--- src/fba_pkg.sv ---
// fba_pkg: widths, command codes, fit mode codes and register indexes
// for the fit block allocator. No dependencies.
package fba_pkg;

   // Transaction field widths
   localparam int CMD_W          = 1;
   localparam int BLOCK_INDEX_W  = 4;
   localparam int SIZE_VALUE_W   = 16;
   localparam int GRANTED_W      = 1;
   localparam int CHOSEN_BLOCK_W = 4;

   // Configuration registers
   localparam int FIT_MODE_W     = 2;
   localparam int NUM_BLOCKS_W   = 5;
   localparam int CSR_INDEX_W    = 1;
   localparam int CSR_DATA_W     = 5;

   localparam logic [CSR_INDEX_W-1:0] CSR_FIT_MODE   = 1'b0;
   localparam logic [CSR_INDEX_W-1:0] CSR_NUM_BLOCKS = 1'b1;

   localparam logic [FIT_MODE_W-1:0]   FIT_MODE_RST   = 2'd0;
   localparam logic [NUM_BLOCKS_W-1:0] NUM_BLOCKS_RST = 5'd16;

   // Fit modes; the unused code behaves as first fit
   localparam logic [FIT_MODE_W-1:0] FIT_FIRST = 2'd0;
   localparam logic [FIT_MODE_W-1:0] FIT_BEST  = 2'd1;
   localparam logic [FIT_MODE_W-1:0] FIT_WORST = 2'd2;

   // Commands
   localparam logic [CMD_W-1:0] CMD_LOAD  = 1'b0;
   localparam logic [CMD_W-1:0] CMD_ALLOC = 1'b1;

   // Parameter defaults
   localparam int NUM_BLOCKS_DEF = 16;
   localparam int SIZE_BITS_DEF  = 16;

   function automatic int max_int(input int a, input int b);
      return (a > b) ? a : b;
   endfunction

endpackage

--- src/fba_req_if.sv ---
// fba_req_if: request channel (load or allocate) with valid/ready.
// Depends on fba_pkg.
interface fba_req_if
   import fba_pkg::*;
();
   logic                     valid;
   logic                     ready;
   logic [CMD_W-1:0]         cmd;
   logic [BLOCK_INDEX_W-1:0] block_index;
   logic [SIZE_VALUE_W-1:0]  size_value;

   modport source (output valid, cmd, block_index, size_value, input ready);
   modport sink   (input valid, cmd, block_index, size_value, output ready);
endinterface

--- src/fba_rsp_if.sv ---
// fba_rsp_if: allocation response channel with valid/ready.
// Depends on fba_pkg.
interface fba_rsp_if
   import fba_pkg::*;
();
   logic                      valid;
   logic                      ready;
   logic [GRANTED_W-1:0]      granted;
   logic [CHOSEN_BLOCK_W-1:0] chosen_block;

   modport source (output valid, granted, chosen_block, input ready);
   modport sink   (input valid, granted, chosen_block, output ready);
endinterface

--- src/fba_csr_if.sv ---
// fba_csr_if: configuration register write channel with valid/ready.
// Depends on fba_pkg.
interface fba_csr_if
   import fba_pkg::*;
();
   logic                   valid;
   logic                   ready;
   logic [CSR_INDEX_W-1:0] index;
   logic [CSR_DATA_W-1:0]  data;

   modport source (output valid, index, data, input ready);
   modport sink   (input valid, index, data, output ready);
endinterface

--- src/fba_ram.sv ---
// fba_ram: generic single write port, single read port RAM, registered read.
// No dependencies.
module fba_ram #(
   parameter int WIDTH = 16,
   parameter int DEPTH = 16
) (
   input  logic                     clock,
   input  logic                     wr_en,
   input  logic [$clog2(DEPTH)-1:0] wr_addr,
   input  logic [WIDTH-1:0]         wr_data,
   input  logic                     rd_en,
   input  logic [$clog2(DEPTH)-1:0] rd_addr,
   output logic [WIDTH-1:0]         rd_data
);
   logic [WIDTH-1:0] mem_ff [DEPTH];
   logic [WIDTH-1:0] rd_data_ff;

   always_ff @(posedge clock) begin
      if (wr_en) begin
         mem_ff[wr_addr] <= wr_data;
      end
      if (rd_en) begin
         rd_data_ff <= mem_ff[rd_addr];
      end
   end

   assign rd_data = rd_data_ff;
endmodule

--- src/fit_block_allocator_top.sv ---
// fit_block_allocator_top: first / best / worst fit block allocator.
// Depends on fba_pkg, fba_req_if, fba_rsp_if, fba_csr_if and fba_ram.
//
// The block holds the remaining free size of NUM_BLOCKS memory blocks in one
// RAM with a registered read. After reset a clearing pass writes zero to
// every entry, one per cycle, so the request channel is held off until the
// pass ends (configuration writes are taken throughout). A load transaction
// writes one entry in the cycle it is accepted and produces no response; a
// load whose block_index is NUM_BLOCKS or more is dropped. An allocate
// transaction scans the first n = min(num_blocks, NUM_BLOCKS) entries, one
// RAM read per cycle, picking the lowest index (first fit, also the unused
// mode code), the smallest fitting size (best fit) or the largest fitting
// size (worst fit), ties to the lowest index. The chosen entry is written
// back reduced by the request size, and the response carries granted and
// chosen_block (low 4 bits of the index, 0 when not granted). An allocate
// reads through the single RAM read port, compares each entry once its
// registered read data returns, then writes back; the next request is
// accepted once the block is idle again. One allocate is in flight at a
// time, so scan reads and the write-back never overlap on an entry. The
// response sits in an output register, so a new request may be accepted
// while it waits; the write-back of the following allocate waits until
// that register frees up. The csr channel is always ready.
module fit_block_allocator_top
   import fba_pkg::*;
#(
   parameter int NUM_BLOCKS = NUM_BLOCKS_DEF,
   parameter int SIZE_BITS  = SIZE_BITS_DEF
) (
   input  logic     clock,
   input  logic     reset,
   fba_req_if.sink  req_if,
   fba_rsp_if.source rsp_if,
   fba_csr_if.sink  csr_if
);
   localparam int ADDR_BITS = $clog2(NUM_BLOCKS);
   localparam int CNT_BITS  = ADDR_BITS + 1;
   localparam int NCMP_W    = max_int(CNT_BITS, NUM_BLOCKS_W);
   localparam int IDX_W     = max_int(ADDR_BITS, BLOCK_INDEX_W);
   localparam int CMP_BITS  = max_int(SIZE_BITS, SIZE_VALUE_W);

   typedef enum logic [1:0] {
      ST_CLEAR,
      ST_IDLE,
      ST_SCAN,
      ST_WRITE
   } state_type;

   // Registers
   state_type               state_ff,     state_in;
   logic [FIT_MODE_W-1:0]   fit_mode_ff,  fit_mode_in;
   logic [NUM_BLOCKS_W-1:0] num_blocks_ff, num_blocks_in;
   logic [ADDR_BITS-1:0]    clr_ff,       clr_in;
   logic [CNT_BITS-1:0]     n_ff,         n_in;
   logic [CNT_BITS-1:0]     rd_ff,        rd_in;
   logic                    data_vld_ff,  data_vld_in;
   logic [ADDR_BITS-1:0]    data_idx_ff,  data_idx_in;
   logic [SIZE_VALUE_W-1:0] size_ff,      size_in;
   logic [FIT_MODE_W-1:0]   mode_ff,      mode_in;
   logic                    found_ff,     found_in;
   logic [ADDR_BITS-1:0]    pick_ff,      pick_in;
   logic [SIZE_BITS-1:0]    pick_val_ff,  pick_val_in;
   logic                    rsp_valid_ff, rsp_valid_in;
   logic [GRANTED_W-1:0]    rsp_granted_ff, rsp_granted_in;
   logic [CHOSEN_BLOCK_W-1:0] rsp_chosen_ff, rsp_chosen_in;

   // RAM port signals
   logic                 wr_en;
   logic [ADDR_BITS-1:0] wr_addr;
   logic [SIZE_BITS-1:0] wr_data;
   logic                 rd_en;
   logic [SIZE_BITS-1:0] rd_data;

   // Combinational helpers
   logic                 req_fire;
   logic                 rsp_free;
   logic [IDX_W-1:0]     idx_ext;
   logic                 load_in_range;
   logic [CMP_BITS-1:0]  load_ext;
   logic [NCMP_W-1:0]    nb_ext;
   logic [NCMP_W-1:0]    n_lim;
   logic [NCMP_W-1:0]    n_sel;
   logic                 fits;
   logic                 better;
   logic                 last_data;
   logic [CMP_BITS-1:0]  diff;
   logic [IDX_W-1:0]     pick_ext;

   assign req_if.ready = (state_ff == ST_IDLE);
   assign req_fire     = req_if.valid && req_if.ready;
   assign rsp_free     = !rsp_valid_ff || rsp_if.ready;
   assign csr_if.ready = 1'b1;

   assign rsp_if.valid        = rsp_valid_ff;
   assign rsp_if.granted      = rsp_granted_ff;
   assign rsp_if.chosen_block = rsp_chosen_ff;

   // Load decode
   assign idx_ext       = IDX_W'(req_if.block_index);
   assign load_in_range = {1'b0, idx_ext} < (IDX_W + 1)'(NUM_BLOCKS);
   assign load_ext      = CMP_BITS'(req_if.size_value);

   // Search count: min(num_blocks, NUM_BLOCKS)
   assign nb_ext = NCMP_W'(num_blocks_ff);
   assign n_lim  = NCMP_W'(NUM_BLOCKS);
   assign n_sel  = (nb_ext > n_lim) ? n_lim : nb_ext;

   // Scan compare on the entry whose read data is now valid
   assign fits = CMP_BITS'(rd_data) >= CMP_BITS'(size_ff);
   always_comb begin
      priority if (!found_ff) begin
         better = 1'b1;
      end else if (mode_ff == FIT_BEST) begin
         better = rd_data < pick_val_ff;
      end else if (mode_ff == FIT_WORST) begin
         better = rd_data > pick_val_ff;
      end else begin
         better = 1'b0;
      end
   end
   assign last_data = data_vld_ff && (({1'b0, data_idx_ff} + CNT_BITS'(1)) == n_ff);

   assign diff     = CMP_BITS'(pick_val_ff) - CMP_BITS'(size_ff);
   assign pick_ext = IDX_W'(pick_ff);

   always_comb begin
      state_in       = state_ff;
      fit_mode_in    = fit_mode_ff;
      num_blocks_in  = num_blocks_ff;
      clr_in         = clr_ff;
      n_in           = n_ff;
      rd_in          = rd_ff;
      data_vld_in    = 1'b0;
      data_idx_in    = rd_ff[ADDR_BITS-1:0];
      size_in        = size_ff;
      mode_in        = mode_ff;
      found_in       = found_ff;
      pick_in        = pick_ff;
      pick_val_in    = pick_val_ff;
      rsp_valid_in   = rsp_valid_ff && !rsp_if.ready;
      rsp_granted_in = rsp_granted_ff;
      rsp_chosen_in  = rsp_chosen_ff;
      wr_en          = 1'b0;
      wr_addr        = clr_ff;
      wr_data        = '0;
      rd_en          = 1'b0;

      // Configuration writes, taken in any state
      if (csr_if.valid && csr_if.ready) begin
         unique case (csr_if.index)
            CSR_FIT_MODE:   fit_mode_in   = csr_if.data[FIT_MODE_W-1:0];
            CSR_NUM_BLOCKS: num_blocks_in = csr_if.data[NUM_BLOCKS_W-1:0];
            default: ;
         endcase
      end

      unique case (state_ff)
         ST_CLEAR: begin
            wr_en   = 1'b1;
            wr_addr = clr_ff;
            wr_data = '0;
            clr_in  = clr_ff + ADDR_BITS'(1);
            if ({1'b0, clr_ff} == CNT_BITS'(NUM_BLOCKS - 1)) begin
               state_in = ST_IDLE;
            end
         end
         ST_IDLE: begin
            if (req_fire) begin
               if (req_if.cmd == CMD_LOAD) begin
                  wr_en   = load_in_range;
                  wr_addr = idx_ext[ADDR_BITS-1:0];
                  wr_data = load_ext[SIZE_BITS-1:0];
               end else begin
                  size_in  = req_if.size_value;
                  mode_in  = fit_mode_ff;
                  n_in     = n_sel[CNT_BITS-1:0];
                  rd_in    = '0;
                  found_in = 1'b0;
                  pick_in  = '0;
                  state_in = (n_sel == '0) ? ST_WRITE : ST_SCAN;
               end
            end
         end
         ST_SCAN: begin
            // Issue one read per cycle until n entries are requested
            if (rd_ff < n_ff) begin
               rd_en       = 1'b1;
               data_vld_in = 1'b1;
               rd_in       = rd_ff + CNT_BITS'(1);
            end
            if (data_vld_ff && fits && better) begin
               found_in    = 1'b1;
               pick_in     = data_idx_ff;
               pick_val_in = rd_data;
            end
            if (last_data) begin
               state_in = ST_WRITE;
            end
         end
         ST_WRITE: begin
            if (rsp_free) begin
               wr_en          = found_ff;
               wr_addr        = pick_ff;
               wr_data        = diff[SIZE_BITS-1:0];
               rsp_valid_in   = 1'b1;
               rsp_granted_in = found_ff;
               rsp_chosen_in  = found_ff ? pick_ext[CHOSEN_BLOCK_W-1:0] : '0;
               state_in       = ST_IDLE;
            end
         end
         default: state_in = ST_IDLE;
      endcase
   end

   always_ff @(posedge clock) begin
      if (reset) begin
         state_ff      <= ST_CLEAR;
         fit_mode_ff   <= FIT_MODE_RST;
         num_blocks_ff <= NUM_BLOCKS_RST;
         clr_ff        <= '0;
         data_vld_ff   <= 1'b0;
         found_ff      <= 1'b0;
         rsp_valid_ff  <= 1'b0;
      end else begin
         state_ff      <= state_in;
         fit_mode_ff   <= fit_mode_in;
         num_blocks_ff <= num_blocks_in;
         clr_ff        <= clr_in;
         data_vld_ff   <= data_vld_in;
         found_ff      <= found_in;
         rsp_valid_ff  <= rsp_valid_in;
      end
      n_ff           <= n_in;
      rd_ff          <= rd_in;
      data_idx_ff    <= data_idx_in;
      size_ff        <= size_in;
      mode_ff        <= mode_in;
      pick_ff        <= pick_in;
      pick_val_ff    <= pick_val_in;
      rsp_granted_ff <= rsp_granted_in;
      rsp_chosen_ff  <= rsp_chosen_in;
   end

   fba_ram #(
      .WIDTH (SIZE_BITS),
      .DEPTH (NUM_BLOCKS)
   ) u_size_ram (
      .clock   (clock),
      .wr_en   (wr_en),
      .wr_addr (wr_addr),
      .wr_data (wr_data),
      .rd_en   (rd_en),
      .rd_addr (rd_ff[ADDR_BITS-1:0]),
      .rd_data (rd_data)
   );

   // No RAM write may land while a scan is reading the table
   a_no_write_in_scan: assert property (@(posedge clock) disable iff (reset)
      (state_ff == ST_SCAN) |-> !wr_en)
      else $error("RAM write during scan");

   // A held pick always fits the request it was chosen for
   a_pick_fits: assert property (@(posedge clock) disable iff (reset)
      (found_ff && (state_ff == ST_SCAN || state_ff == ST_WRITE))
         |-> (CMP_BITS'(pick_val_ff) >= CMP_BITS'(size_ff)))
      else $error("picked entry smaller than request");

   // Read data is only consumed in the cycle after a scan read was issued
   a_data_follows_read: assert property (@(posedge clock) disable iff (reset)
      data_vld_ff |-> ($past(rd_en) && $past(state_ff == ST_SCAN)))
      else $error("scan data valid without a read");

   // A denied response carries index zero
   a_deny_index_zero: assert property (@(posedge clock) disable iff (reset)
      (rsp_valid_ff && (rsp_granted_ff == '0)) |-> (rsp_chosen_ff == '0))
      else $error("denied response with nonzero index");
endmodule

--- src/flat_wrapper.sv ---
// flat-port wrapper written by rule: the top's interface ports become plain ports
module fit_block_allocator_top_flat import fba_pkg::*;
#(
   parameter int NUM_BLOCKS = NUM_BLOCKS_DEF,
   parameter int SIZE_BITS  = SIZE_BITS_DEF
)
  (clock, reset, req_if_valid, req_if_cmd, req_if_block_index, req_if_size_value, req_if_ready, rsp_if_valid, rsp_if_granted, rsp_if_chosen_block, rsp_if_ready, csr_if_valid, csr_if_index, csr_if_data, csr_if_ready);
  fba_req_if req_if_i ();
  fba_rsp_if rsp_if_i ();
  fba_csr_if csr_if_i ();
  input  logic clock;
  input  logic reset;
  input wire logic [$bits(req_if_i.valid)-1:0] req_if_valid;
  input wire logic [$bits(req_if_i.cmd)-1:0] req_if_cmd;
  input wire logic [$bits(req_if_i.block_index)-1:0] req_if_block_index;
  input wire logic [$bits(req_if_i.size_value)-1:0] req_if_size_value;
  output wire logic [$bits(req_if_i.ready)-1:0] req_if_ready;
  output wire logic [$bits(rsp_if_i.valid)-1:0] rsp_if_valid;
  output wire logic [$bits(rsp_if_i.granted)-1:0] rsp_if_granted;
  output wire logic [$bits(rsp_if_i.chosen_block)-1:0] rsp_if_chosen_block;
  input wire logic [$bits(rsp_if_i.ready)-1:0] rsp_if_ready;
  input wire logic [$bits(csr_if_i.valid)-1:0] csr_if_valid;
  input wire logic [$bits(csr_if_i.index)-1:0] csr_if_index;
  input wire logic [$bits(csr_if_i.data)-1:0] csr_if_data;
  output wire logic [$bits(csr_if_i.ready)-1:0] csr_if_ready;
  assign req_if_i.valid = req_if_valid;
  assign req_if_i.cmd = req_if_cmd;
  assign req_if_i.block_index = req_if_block_index;
  assign req_if_i.size_value = req_if_size_value;
  assign req_if_ready = req_if_i.ready;
  assign rsp_if_valid = rsp_if_i.valid;
  assign rsp_if_granted = rsp_if_i.granted;
  assign rsp_if_chosen_block = rsp_if_i.chosen_block;
  assign rsp_if_i.ready = rsp_if_ready;
  assign csr_if_i.valid = csr_if_valid;
  assign csr_if_i.index = csr_if_index;
  assign csr_if_i.data = csr_if_data;
  assign csr_if_ready = csr_if_i.ready;
  fit_block_allocator_top #(.NUM_BLOCKS(NUM_BLOCKS), .SIZE_BITS(SIZE_BITS)) u_core (.clock(clock), .reset(reset), .req_if(req_if_i), .rsp_if(rsp_if_i), .csr_if(csr_if_i));
endmodule
--- config.mk ---
export PLATFORM = sky130hd
export DESIGN_NAME = fit_block_allocator_top_flat
export DESIGN_NICKNAME = d
export VERILOG_FILES = /design/src/fba_pkg.sv /design/src/fba_req_if.sv /design/src/fba_rsp_if.sv /design/src/fba_csr_if.sv /design/src/fba_ram.sv /design/src/fit_block_allocator_top.sv /design/src/flat_wrapper.sv
export SDC_FILE = /design/constraint.sdc
export NUM_CORES = 1
export LEC_CHECK = 0
export ABC_AREA = 1
export BUFFER_PORTS_ARGS = -buffer_cell sky130_fd_sc_hd__buf_2
export CORE_MARGIN = 2
export CORE_UTILIZATION = 32
export DETAILED_ROUTE_END_ITERATION = 8
export PLACE_DENSITY = 0.49
export SLEW_MARGIN = 30
export SYNTH_ARGS = -nofsm -noshare
export SYNTH_HDL_FRONTEND = slang
export SYNTH_SLANG_ARGS = --single-unit
--- constraint.sdc ---
create_clock -name clock -period 3.9 [get_ports clock]
set_input_delay 0.39 -clock clock [delete_from_list [all_inputs] [get_ports clock]]
set_output_delay 0.39 -clock clock [all_outputs]
set_load 0.05 [all_outputs]
# Yosys cells after proc, flatten, opt, wreduce, memory -nomap -nowiden

Memories as Yosys holds them, arrays and structs flattened. A register that Yosys moved wholly into a read port is not among the register bits.
Index checks and enable logic that the tools add are counted.

Add/subtract/negate cells: 4
Multipliers: 0
Div/mod/pow operators: 0
Order comparisons: 5
Eq/ne operators: 14
Shift operators: 0
Multiplexer cells: 41
Bitwise logic cells: 1
Reduce and logical (&&, ||, !) cells: 19

Operators by type and width:

| operator              | number |
|---|---|
| $mux W16              | 3 |
| $pmux W16 S2          | 1 |
| $mux W4               | 6 |
| $mux W5               | 4 |
| $ge A16 B16 Y1        | 1 |
| $gt A16 B16 Y1        | 1 |
| $lt A16 B16 Y1        | 1 |
| $mux W1               | 16 |
| $pmux W4 S2           | 2 |
| $sub A16 B16 Y16      | 1 |
| $mux W2               | 5 |
| $ne A2 B1 Y1 const B  | 5 |
| $pmux W5 S2           | 1 |
| $pmux W2 S4           | 1 |
| $reduce_and A2 Y1     | 4 |
| $reduce_and A4 Y1     | 2 |
| $eq A2 B2 Y1 const B  | 3 |
| $add A4 B1 Y5 const B | 1 |
| $add A5 B1 Y5 const B | 1 |
| $eq A5 B5 Y1          | 1 |
| $gt A5 B5 Y1 const B  | 1 |
| $logic_and A1 B1 Y1   | 5 |
| $logic_not A5 Y1      | 1 |
| $lt A5 B5 Y1          | 1 |
| other kinds (13)      | 16 |

Bits in registers: 73
Bits in latches: 0
Bits in writable memories: 256
Bits in read-only memories: 0
Input bits: 32
Output and inout bits: 8
Word-level logic and storage cells: 101
Memories kept: 1

Memories:

| memory                   | words | width | read ports | clocked after memory_dff | write ports | RTL line      | source |
|---|---|---|---|---|---|---|---|
| u_core.u_size_ram.mem_ff | 16    | 16    | 1          | 1                        | 1           | fba_ram.sv:15 | `logic [WIDTH-1:0] mem_ff [DEPTH];` |

# Logic depth before layout (Yosys ltp)

Gate-level depths: netlist of run 1.

Depth in word-level cells: 7
Depth in mapped cells: 18
Gate-level depth less buffers: 18

# Cells and area by module

A second synthesis of run 1 with hierarchy kept.

Cells, all modules: 1643
Area total of the unflattened synthesis: 16299.4 µm²

By module, submodules not included:

| module                  | instances | cells an instance | area an instance (µm²) | seq. area each (µm²) |
|---|---|---|---|---|
| fba_ram                 | 1         | 1074              | 11541.1                | 8167.8 |
| fit_block_allocator_top | 1         | 569               | 4758.3                 | 1991.9 |

# Worst setup path after synthesis of run 1

Ideal clock, no wire load.

Path kind: reg2reg
From: register u_core.state_ff[1]
To: memory u_core.u_size_ram.mem_ff[0][0] (enable)
Setup time: 388 ps
Arrival time: 2541 ps
Required time: 3512 ps
Slack: 970 ps
Stages on the path, launching flop included: 10
Buffers on the path: 0
Period minus slack after synthesis: 2930 ps
Cell sequence: dfxtp_1 inv_1 ha_1 nand2_2 nor2_4 nor2_1 nor3_2 o211ai_1 nand3b_1 nor2_1

Cells in the longest elaborated chain, start to end: 6
Elaborated cells between the ends (all ways): 10
Classes of those cells: eq/ne (2); mux (6); reduce/logical (2)

RTL lines:

| what                          | RTL line                       | source |
|---|---|---|
| start, declared               | fit_block_allocator_top.sv:49  | `state_type state_ff, state_in;` |
| start signal, assigned        | fit_block_allocator_top.sv:224 | `state_ff <= state_in;` |
| $eq A2 B1 Y1 *                | fit_block_allocator_top.sv:88  | `assign req_if.ready = (state_ff == ST_IDLE);` |
| named net req_if_ready        | flat_wrapper.sv:17             | `output wire logic [$bits(req_if_i.ready)-1:0] req_if_ready;` |
| $logic_and A1 B1 Y1           | fit_block_allocator_top.sv:89  | `assign req_fire = req_if.valid && req_if.ready;` |
| $mux W1                       | fit_block_allocator_top.sv:167 | `if (req_fire) begin` |
| $pmux W1 S3                   | fit_block_allocator_top.sv:156 | `unique case (state_ff)` |
| $mux W1                       | fba_ram.sv:19                  | `if (wr_en) begin` |
| $mux W1 (not written as such) | fba_ram.sv:20                  | `mem_ff[wr_addr] <= wr_data;` |
| end, declared                 | fba_ram.sv:15                  |  |

The timed path passes the listed nets; every way through them passes the cells marked *.

# Worst setup path after layout of run 1

From: register u_core.state_ff[1]
To: memory u_core.u_size_ram.mem_ff[8][10] (enable)

Cells in the longest elaborated chain, start to end: 6
Elaborated cells between the ends (all ways): 10
Classes of those cells: eq/ne (2); mux (6); reduce/logical (2)

RTL lines:

| what                          | RTL line |
|---|---|
| $eq A2 B1 Y1                  | fit_block_allocator_top.sv:88, fit_block_allocator_top.sv:156 |
| $logic_and A1 B1 Y1           | fit_block_allocator_top.sv:89 |
| $mux W1                       | fit_block_allocator_top.sv:167 |
| $pmux W1 S3                   | fit_block_allocator_top.sv:156 |
| $mux W1                       | fba_ram.sv:19 |
| $mux W1 (not written as such) | fba_ram.sv:20 |

Several ways; a longest one is shown, not always the timed one.

==> flow_metrics.env, run 1 <==
export IMPL_outcome="finished, final reports clean"
export IMPL_setup_violations=0
export IMPL_switchingPower_mw=3.228
export IMPL_diodes=0
export IMPL_die_width_um=220.9
export IMPL_htree_levels=2
export IMPL_seqPwrFrac_pct=45.4
export IMPL_wl_met2_um=17820
export IMPL_clock_skew_final_ns=0.01840
export IMPL_nFillCells=4532
export IMPL_wirelength_um=38960
export IMPL_worstSetupStartpoint="u_core.state_ff[1]"
export IMPL_fin_crit_ns=2.983
export IMPL_path_buf_inv=2
export IMPL_postRouteAntennaNets=0
export IMPL_synth_async_reset_ratio_pct=0
export IMPL_die_y_um=220.9
export IMPL_min_from="req_if_size_value[14]"
export IMPL_multi_input_area_mm2=0.004335
export IMPL_critPathMaxStageDelay_ns=0.40
export IMPL_first_pass_iters=5
export IMPL_dpl_hpwl_um=25360
export IMPL_grt_pass1_vias=9559
export IMPL_synth_compound_area_share_pct=10.36
export IMPL_internal_power_mw=7.151
export IMPL_synth_top_family_by_area="simple AND/OR/NAND/NOR gates"
export IMPL_worst_slew_pin_slew_ns=0.7882
export IMPL_endpoint_kind="flip-flop"
export IMPL_clock_sinks=345
export IMPL_drv_slew=0
export IMPL_rows=79
export IMPL_crit_path_max_fanout=22
export IMPL_area_delta_synth_final_pct=15.00
export IMPL_ir_drop_mv=0.3599
export IMPL_arrival_ns=3.22
export IMPL_ys_warn_count=0
export IMPL_share_comb_of_total_power_pct=21.3
export IMPL_highest_layer="met4"
export IMPL_seq_area_mm2=0.01016
export IMPL_syn_avg_cell_area_um2=11.63
export IMPL_start_util_pct=32.41
export IMPL_ys_types=48
export IMPL_postCtsSetupBuffers=0
export IMPL_core_area_mm2=0.04646
export IMPL_path_cells="inv_1 -> ha_1 -> nand2_2 -> nor2_4 -> nor2_1 -> nor3_2 -> o211ai_1 -> nand3b_1 -> nor2_2 -> buf_4"
export IMPL_drc=0
export IMPL_syn_nets=1386
export IMPL_final_nets=1447
export IMPL_layout_common_cells="edfxtp_1 (325), nand2_1 (255), nor2_1 (117)"
export IMPL_synth_xor_area_share_pct=0.5818
export IMPL_rsz0062_at_grt="no"
export IMPL_cp_required_ns=4.13
export IMPL_p_per_area_mw_per_mm2=599.5
export IMPL_wl_per_cell_um=19.56
export IMPL_p_leak_nw=6.376
export IMPL_clkTransAtPathRegs_ns=0.06
export IMPL_clk_latency_ns=0.54
export IMPL_fin_tns_setup_ns=0
export IMPL_pin_count=40
export IMPL_period_share_pct=76.50
export IMPL_grt_max_degree=133
export IMPL_timing_rr_start="u_core.state_ff[1]"
export IMPL_grtUsageTotal_pct=15.92
export IMPL_final_common_cell="edfxtp_1"
export IMPL_synth_edf_count=325
export IMPL_ys_seq_area_share_pct=67.49
export IMPL_cts_repair_resized=0
export IMPL_hold_buffers=0
export IMPL_ys_seq_elements=345
export IMPL_synthAdderAreaFrac_pct=4.953
export IMPL_yosys_most_used_dff="edfxtp_1"
export IMPL_cp_start_kind="flip-flop"
export IMPL_grt_pass1_wl_um=59810
export IMPL_synthMuxAreaShare_pct=0
export IMPL_cts_buffers=38
export IMPL_synth_simple_gate_area_share_pct=12.55
export IMPL_initialDrtViolationCount=750
export IMPL_finalInstanceArea_mm2=0.01731
export IMPL_vias=9792
export IMPL_wl_met3_um=1818
export IMPL_hold_violations=0
export IMPL_grt_overflow_total=0
export IMPL_cp_top_family="simple AND/OR/NAND/NOR gates"
export IMPL_clock_path_buffers=3
export IMPL_slew_headroom_pct=47.45
export IMPL_wl_met1_um=18610
export IMPL_pwr_share_clk_pct=33.4
export IMPL_postPlaceCellArea_mm2=0.01613
export IMPL_cpMaxStageDelayCell="nor2_4"
export IMPL_hp_class="input pin to flip-flop"
export IMPL_port_buffers=38
export IMPL_antenna_found_initial=0
export IMPL_place_congestion=0.8564
export IMPL_switching_share_pct=31.10
export IMPL_synthCells=1295
export IMPL_viasPerCell=4.916
export IMPL_root_buffer="clkbuf_16"
export IMPL_fmax_mhz=335.2
export IMPL_synthesis_area_mm2=0.01505
export IMPL_die_area_mm2=0.04880
export IMPL_drive_gt1_share_pct=11.55
export IMPL_cts_tree="built"
export IMPL_drv_cap=0
export IMPL_critPathKind="flip-flop to flip-flop"
==> synthesized netlist by cell type, types with 8 or more instances <==
cell type	count	area (um^2)
edfxtp_1	325	9759
nand2_1	255	957.2
nor2_1	135	506.7
o21ai_0	106	530.5
inv_1	97	364.1
a21oi_1	61	305.3
ha_1	58	725.7
nand3_1	41	205.2
clkbuf_1	26	97.59
buf_2	25	125.1
o22ai_1	23	143.9
a311oi_1	20	175.2
dfxtp_1	20	400.4
nand4_1	16	100.1
o221ai_1	11	96.34
o21ai_1	9	45.04
nor3_1	8	40.04
==> cell families after synthesis <==
group / after synthesis
flip-flops: 345
AO/OA/AOI/OAI: 261
buffers and inverters: 153
adder cells (fa/ha/maj): 59
other: 1
XOR/XNOR: 10
AND/OR/NAND/NOR: 466
==> metrics by stage <==
stage | hold slack (ns) | utilization (%) | worst slack (ns) | power (mW) | std cells
finish | 0.06556 | 37.27 | 0.9167 | 10.38 | 1992
detailed placement | 0.4306 | 34.72 | 0.8499 | 7.009 | 1923
floorplan | 0.3969 | - | 0.9701 | 6.093 | 1295
global placement | 0.4283 | 34.72 | 0.9216 | 6.996 | 1923
global route | 0.05125 | 37.27 | 0.6314 | 10.88 | 1992
CTS | 0.03699 | 37.26 | 0.8138 | 10.47 | 1992
==> power groups by stage <==
stage	logic, mW	clock network (mW)	registers, mW
after floorplan	1.34	0	4.75
after global placement	2.21	0	4.78
after detailed placement	2.22	0	4.79
after CTS	2.23	3.53	4.71
after global routing	2.45	3.68	4.75
final	2.21	3.46	4.71
==> layer usage <==
metal | GRT usage [%] | vias up
li1 | - | 4741
met1 | 22.89 | 4796
met2 | 25.25 | 208
met3 | 2.443 | 47
met4 | 3.854 | 0
met5 | 0 | -
==> worst paths after layout <==
kind / to / slack [ns] / depth (start not counted)
hold / removal: u_core.size_ff[14] / 0.07 / 1
setup / recovery: u_core.u_size_ram.mem_ff[8][10] / 0.92 / 10
hold reg to reg: u_core.mode_ff[0] / 0.44 / 0
setup reg to reg: u_core.u_size_ram.mem_ff[8][10] / 0.92 / 10
==> final cells by class <==
class,count,share of cell area [%]
clock buffer,43,5.601
clock inverter,26,1.214
inverter,99,2.154
multi-input combinational,797,25.04
sequential,345,58.68
tap,607,4.387
timing repair buffer,75,2.920
==> worst register-to-register path: stages, from the launching register on <==
cell	delay, ns
dfxtp_1	0.36
inv_1	0.10
ha_1	0.25
nand2_2	0.10
nor2_4	0.40
nor2_1	0.10
nor3_2	0.22
o211ai_1	0.20
nand3b_1	0.37
nor2_2	0.32
buf_4	0.27
==> flip-flops by register name, summed over array words and instances (netlist names) <==
register / cells
u_core.clr_ff: 4
u_core.data_idx_ff: 4
u_core.data_vld_ff: 1
u_core.fit_mode_ff: 2
u_core.found_ff: 1
u_core.mode_ff: 2
u_core.n_ff: 5
u_core.nb_ext: 5
u_core.pick_ext: 4
u_core.pick_val_ff: 16
u_core.rd_ff: 5
u_core.rsp_if.chosen_block: 4
u_core.rsp_if.granted: 1
u_core.rsp_if.valid: 1
u_core.size_ff: 16
u_core.state_ff: 2
u_core.u_size_ram.mem_ff: 256
u_core.u_size_ram.rd_data: 16
Note: power is estimated with default switching activity, not from simulation.
==> inputs of run 2 (changes only) <==
Settings changed: ABC_AREA 1 to 0, PLACE_DENSITY 0.49 to 0.51.
Clock period 3.9 ns to 2.74 ns, I/O delays scaled along.
==> run 2 against run 1 <==
Via count down 11%; hold slack worse by 0.0058 ns; routed wire length down 5.8%; sequential share of layout area down 3.2 points; setup slack worse by 0.83 ns; sequential power up 34%; design area up 5.8%; synthesized cell count down 25%; total power up 23%; largest power group unchanged; highest routed layer unchanged.
==> flow_metrics.env, run 2 <==
export IMPL_ys_warn_count=0
export IMPL_drv_slew=0
export IMPL_critPathKind="flip-flop to flip-flop"
export IMPL_p_per_area_mw_per_mm2=698.2
export IMPL_syn_nets=1061
export IMPL_die_width_um=220.1
export IMPL_synth_async_reset_ratio_pct=0
export IMPL_layout_common_cells="edfxtp_1 (325), buf_4 (74), mux2i_1 (56), ha_1 (56)"
export IMPL_final_common_cell="edfxtp_1"
export IMPL_syn_avg_cell_area_um2=15.40
export IMPL_internal_power_mw=9.606
export IMPL_first_pass_iters=5
export IMPL_pwr_share_clk_pct=37.2
export IMPL_highest_layer="met4"
export IMPL_grt_max_degree=36
export IMPL_ys_top_cells_by_count="edfxtp_1 (325), ha_1 (58), mux2i_1 (57)"
export IMPL_wl_met1_um=17380
export IMPL_ys_types=63
export IMPL_rsz0062_at_grt="yes"
export IMPL_grt_pass1_vias=8818
export IMPL_postPlaceCellArea_mm2=0.01672
export IMPL_dpl_hpwl_um=23250
export IMPL_switching_share_pct=24.91
export IMPL_switchingPower_mw=3.187
export IMPL_fin_util_pct=39.53
export IMPL_arrival_ns=2.96
export IMPL_cp_start_kind="flip-flop"
export IMPL_die_area_mm2=0.04843
export IMPL_place_congestion=0.7932
export IMPL_slew_headroom_pct=60.08
export IMPL_path_cells="ha_1 -> nand3_1 -> or4_4 -> a21oi_4 -> nand4b_1 -> mux2i_2 -> a21oi_2 -> buf_12"
export IMPL_synth_edf_count=325
export IMPL_ys_seq_elements=345
export IMPL_die_y_um=220.1
export IMPL_wl_met3_um=1672
export IMPL_power_mw=12.79
export IMPL_largest_reg_flops=256
export IMPL_viasPerCell=4.913
export IMPL_clk_latency_ns=0.55
export IMPL_fin_tns_setup_ns=0
export IMPL_drc=0
export IMPL_yosys_most_used_dff="edfxtp_1"
export IMPL_drive_gt1_share_pct=24.27
export IMPL_vias=8691
export IMPL_cts_buffers=38
export IMPL_diodes=0
export IMPL_synthesis_area_mm2=0.01494
export IMPL_critPathMaxStageDelay_ns=0.58
export IMPL_root_buffer="clkbuf_16"
export IMPL_finalInstanceArea_mm2=0.01832
export IMPL_cpMaxStageDelayCell="or4_4"
export IMPL_hold_violations=0
export IMPL_start_util_pct=32.22
export IMPL_endpoint_kind="flip-flop"
export IMPL_synth_top_area_share_pct=65.33
export IMPL_area_delta_synth_final_pct=22.67
export IMPL_postRouteAntennaNets=0
export IMPL_htree_levels=2
export IMPL_ys_seq_area_share_pct=68.01
export IMPL_wirelength_um=36710
export IMPL_synth_top_area_cell="edfxtp_1"
export IMPL_pin_count=40
export IMPL_p_leak_nw=6.828
export IMPL_grtUsageTotal_pct=15.47
export IMPL_share_comb_of_total_power_pct=13.6
export IMPL_wl_per_cell_um=20.75
export IMPL_rows=79
export IMPL_setup_violations=0
export IMPL_period_share_pct=96.92
export IMPL_fin_cells=1769
export IMPL_crit_path_max_fanout=16
export IMPL_post_synth_top_count_cell="edfxtp_1"
export IMPL_seqPwrFrac_pct=49.2
export IMPL_port_buffers=38
export IMPL_core_area_mm2=0.04636
export IMPL_ir_drop_mv=0.4541
export IMPL_clkTransAtPathRegs_ns=0.06
export IMPL_multi_input_area_mm2=0.004638
export IMPL_grt_overflow_total=0
export IMPL_cp_top_family="simple AND/OR/NAND/NOR gates"
export IMPL_cts_tree="built"
export IMPL_outcome="finished, final reports clean"
export IMPL_clock_skew_final_ns=0.01667
export IMPL_clock_sinks=345
export IMPL_synthCells=970
export IMPL_worst_slew_pin_slew_ns=0.5988
export IMPL_regMostFlops="u_core.u_size_ram.mem_ff"
export IMPL_fin_crit_ns=2.656
export IMPL_wl_met2_um=16990
export IMPL_final_nets=1226
export IMPL_nFillCells=4261
export IMPL_clock_path_buffers=3
export IMPL_cp_required_ns=3.04
export IMPL_drv_cap=0
export IMPL_initialDrtViolationCount=754
export IMPL_path_buf_inv=1
export IMPL_antenna_found_initial=2
export IMPL_hp_class="input pin to flip-flop"
export IMPL_placed_cells=1666
export IMPL_grt_pass1_wl_um=54860
export IMPL_fmax_mhz=376.6
export IMPL_synth_area_leaders="edfxtp_1 (65%), ha_1 (4.9%), mux4_2 (4.8%), mux2i_1 (3.8%), dfxtp_1 (2.7%)"
export IMPL_seq_area_mm2=0.01016
run 2: cell types whose count changed in the layout (fill, tap and decap cells not counted), sizes merged, moves of 48 or more:
cell   before  now
inv        99   51
mux2i       0   57
nor2      137   42
nand2     256   50
buf        75  137
o21ai     116   53
run 2: area by class of cell:
type / count / area share [%]
clock buffer: 48 / 5.504
clock inverter: 19 / 0.7170
inverter: 50 / 1.024
multi-input combinational: 542 / 25.31
sequential: 345 / 55.45
tap: 607 / 4.145
timing repair buffer: 158 / 7.853
run 2: power groups by stage:
stage	registers, mW	logic [mW]	clock network (mW)
after floorplan	6.36	0.957	0
after global placement	6.38	1.70	0
after detailed placement	6.40	1.72	0
after CTS	6.29	1.75	4.88
after global routing	6.32	1.89	5.08
final	6.29	1.74	4.76
run 2: path summary, 6_finish.rpt:
check | cells after the start | endpoint | from | slack, ns
max | 8 | u_core.pick_val_ff[2] | u_core.u_size_ram.rd_data[11] | 0.08
min | 3 | u_core.nb_ext[3] | csr_if_index | 0.06
max reg2reg | 8 | u_core.pick_val_ff[2] | u_core.u_size_ram.rd_data[11] | 0.08
min reg2reg | 0 | u_core.mode_ff[1] | u_core.fit_mode_ff[1] | 0.46
run 2: cells by family (layout without fill, tap and decap cells):
family,Yosys count,count (layout),share of synthesized area [%]
other,1,1,0.02510
DFF,345,345,68.01
xor gates and xnor gates,19,19,1.114
and+or+nand+nor,176,176,5.796
AOI/OAI and AO/OA,181,182,7.982
adders and majority gates,59,59,4.992
muxes,105,105,9.850
buffers and inverters,84,275,2.228
run 2: per-stage QoR:
step | hold slack [ns] | worst slack (ns)
after detailed placement | 0.4310 | -0.2485
final | 0.05979 | 0.08437
after CTS | 0.02779 | 0.02632
after floorplan | 0.3711 | -0.07554
after global placement | 0.4255 | -0.2464
after global routing | 0.05923 | -0.03686
run 2: timing repair:
action / in CTS / in global routing
gates resized for setup: 11 / 19
pin swaps: 5 / 12
hold buffers: 21 / 0
cloned: 1 / 1
hold endpoints to repair: 23 / 0
setup endpoints to repair: 68 / 324
setup buffers: 5 / 8
run 2: tightest hold or removal path, stage by stage:
cell	delay [ns]
buf_2	0.14
nand3_1	0.09
a21oi_1	0.06
run 2: routing by layer:
layer,up-vias,GRT usage (%)
met2,177,24.54
met4,0,3.960
met5,-,0
met3,51,3.092
met1,4343,21.67
li1,4120,-
==> inputs of run 3 (changes only) <==
Settings changed: CORE_UTILIZATION 32 to 60, PLACE_DENSITY 0.51 to 0.8, TNS_END_PERCENT set to 10.
Clock period 2.74 ns to 3.3 ns, I/O delays scaled along.
==> run 3 against run 2 <==
Register-to-register slack improved by 0.23 ns; die area decreased by 46%; clock-buffer cell count decreased by 7; global-route usage increased by 10 points; sequential share of layout area increased by 4.4 points; critical endpoint is now u_core.u_size_ram.mem_ff[14][10]; hold slack got worse by 0.043 ns; combinational power decreased by 28%; routed wire length decreased by 11%; final cell count decreased by 20%; via count increased by 1.5%; non-clock buffer count decreased by 72.
==> flow_metrics.env, run 3 (synthesis results as in run 2) <==
export IMPL_start_util_pct=61.24
export IMPL_viasPerCell=6.268
export IMPL_layout_common_cells="edfxtp_1 (325), ha_1 (58), mux2i_1 (57)"
export IMPL_place_congestion=0.9137
export IMPL_core_area_mm2=0.02439
export IMPL_hold_violations=0
export IMPL_fin_util_pct=69.55
export IMPL_final_common_cell="edfxtp_1"
export IMPL_port_buffers=38
export IMPL_worstSetupStartpoint="u_core.pick_val_ff[0]"
export IMPL_root_buffer="clkbuf_16"
export IMPL_worst_slew_pin_slew_ns=0.8322
export IMPL_critPathKind="flip-flop to flip-flop"
export IMPL_grt_pass1_wl_um=50780
export IMPL_crit_path_max_fanout=16
export IMPL_grtUsageTotal_pct=25.73
export IMPL_htree_levels=2
export IMPL_drc=0
export IMPL_cts_tree="built"
export IMPL_multi_input_area_mm2=0.004473
export IMPL_initialDrtViolationCount=1111
export IMPL_clkTransAtPathRegs_ns=0.06
export IMPL_cp_required_ns=3.54
export IMPL_rsz0062_at_grt="no"
export IMPL_endpoint_kind="flip-flop"
export IMPL_p_per_area_mw_per_mm2=605.6
export IMPL_cp_start_kind="flip-flop"
export IMPL_period_share_pct=90.46
export IMPL_clock_skew_final_ns=0.01295
export IMPL_drv_cap=0
export IMPL_clk_latency_ns=0.52
export IMPL_wirelength_um=32830
export IMPL_rr_worst_depth=10
export IMPL_clock_path_buffers=3
export IMPL_seq_area_mm2=0.01016
export IMPL_fmax_mhz=335.0
export IMPL_ir_drop_mv=0.3958
export IMPL_first_pass_iters=5
export IMPL_nFillCells=1567
export IMPL_p_leak_nw=6.402
export IMPL_wl_per_cell_um=23.32
export IMPL_antenna_found_initial=0
export IMPL_largest_reg_flops=256
export IMPL_dpl_hpwl_um=21400
export IMPL_fin_tns_setup_ns=0
export IMPL_rows=57
export IMPL_r2r_end="u_core.u_size_ram.mem_ff[14][10]"
export IMPL_cts_repair_resized=0
export IMPL_postRouteAntennaNets=0
export IMPL_clock_sinks=345
export IMPL_setup_violations=0
export IMPL_postPlaceCellArea_mm2=0.01587
export IMPL_outcome="finished, final reports clean"
export IMPL_die_y_um=161.8
export IMPL_fin_crit_ns=2.985
export IMPL_area_delta_synth_final_pct=13.57
export IMPL_die_area_mm2=0.02617
export IMPL_grt_pass1_vias=8857
export IMPL_arrival_ns=3.22
export IMPL_die_width_um=161.8
export IMPL_regMostFlops="u_core.u_size_ram.mem_ff"
export IMPL_pin_count=40
export IMPL_grt_max_degree=101
export IMPL_r2r_setup_slack_ns=0.31
export IMPL_diodes=0
export IMPL_cts_buffers=35
export IMPL_finalInstanceArea_mm2=0.01697
export IMPL_hp_class="input pin to flip-flop"
export IMPL_final_nets=1150
export IMPL_slew_headroom_pct=44.52
export IMPL_vias=8825
export IMPL_drive_gt1_share_pct=18.82
export IMPL_crit_path_end="u_core.u_size_ram.mem_ff[14][10]"
export IMPL_grt_overflow_total=0
export IMPL_timing_rr_start="u_core.pick_val_ff[0]"
export IMPL_whs_ns=0.01640
export IMPL_drv_slew=0
## run 3: worst min-delay path by stage
stage / from / end / slack [ns] / depth (start not counted)
floorplan: u_core.rd_ff[0] / u_core.data_idx_ff[0] / 0.37 / 0
global placement: u_core.fit_mode_ff[1] / u_core.mode_ff[1] / 0.43 / 0
detailed placement: u_core.fit_mode_ff[1] / u_core.mode_ff[1] / 0.43 / 0
CTS: req_if_size_value[4] / u_core.size_ff[4] / 0.02 / 1
global route: req_if_size_value[1] / u_core.size_ff[1] / 0.02 / 1
finish: req_if_size_value[0] / u_core.size_ff[0] / 0.02 / 1
## run 3: power by group
| part | switching (mW) | total, mW | internal [mW] |
|---|---|---|---|
| logic | 0.765 | 1.25 | 0.484 |
| registers | 0.107 | 5.24 | 5.13 |
| clock network | 1.59 | 3.79 | 2.19 |
| total | 2.46 | 10.3 | 7.81 |
## run 3: cell type report
class | count | area share [%]
sequential | 345 | 59.89
multi-input combinational | 541 | 26.37
clock buffer | 41 | 5.295
timing repair buffer | 86 | 3.835
tap | 324 | 2.390
clock inverter | 21 | 1.121
inverter | 50 | 1.106
## run 3: through the flow
| stage | instances | power (mW) | setup slack [ns] |
|---|---|---|---|
| after floorplan | 970 | 6.050 | 0.1309 |
| after global placement | 1345 | 6.508 | 0.2465 |
| after detailed placement | 1345 | 6.552 | 0.2229 |
| after CTS | 1407 | 10.32 | 0.1899 |
| after global routing | 1408 | 10.60 | 0.003026 |
| final | 1408 | 10.27 | 0.3148 |
## run 3: metal layers
| layer | share of wire [%] | up-vias | track usage, % | routed length, um |
|---|---|---|---|---|
| met5 | 0 | - | 0 | 0 |
| met4 | 3.0 | 0 | 9.252 | 987 |
| met3 | 8.0 | 80 | 4.597 | 2619 |
| met2 | 48 | 415 | 41.26 | 15780 |
| met1 | 41 | 4367 | 36.00 | 13450 |
| li1 | - | 3963 | - | - |
## run 3: worst max-delay path, cell delays in order, from the launching register on
cell and delay (ns):
edfxtp_1 0.39, inv_1 0.07, ha_1 0.16, inv_1 0.07
fa_1 0.45, a21o_1 0.18, a31oi_1 0.25, nor3_1 0.13
o31ai_1 0.31, buf_4 0.18, a32o_1 0.51
## run 3: repair_timing
| action | CTS | global route |
|---|---|---|
| endpoints found under the setup margin | 0 | 16 |
| buffers inserted | 0 | 1 |
| hold buffers | 0 | 0 |
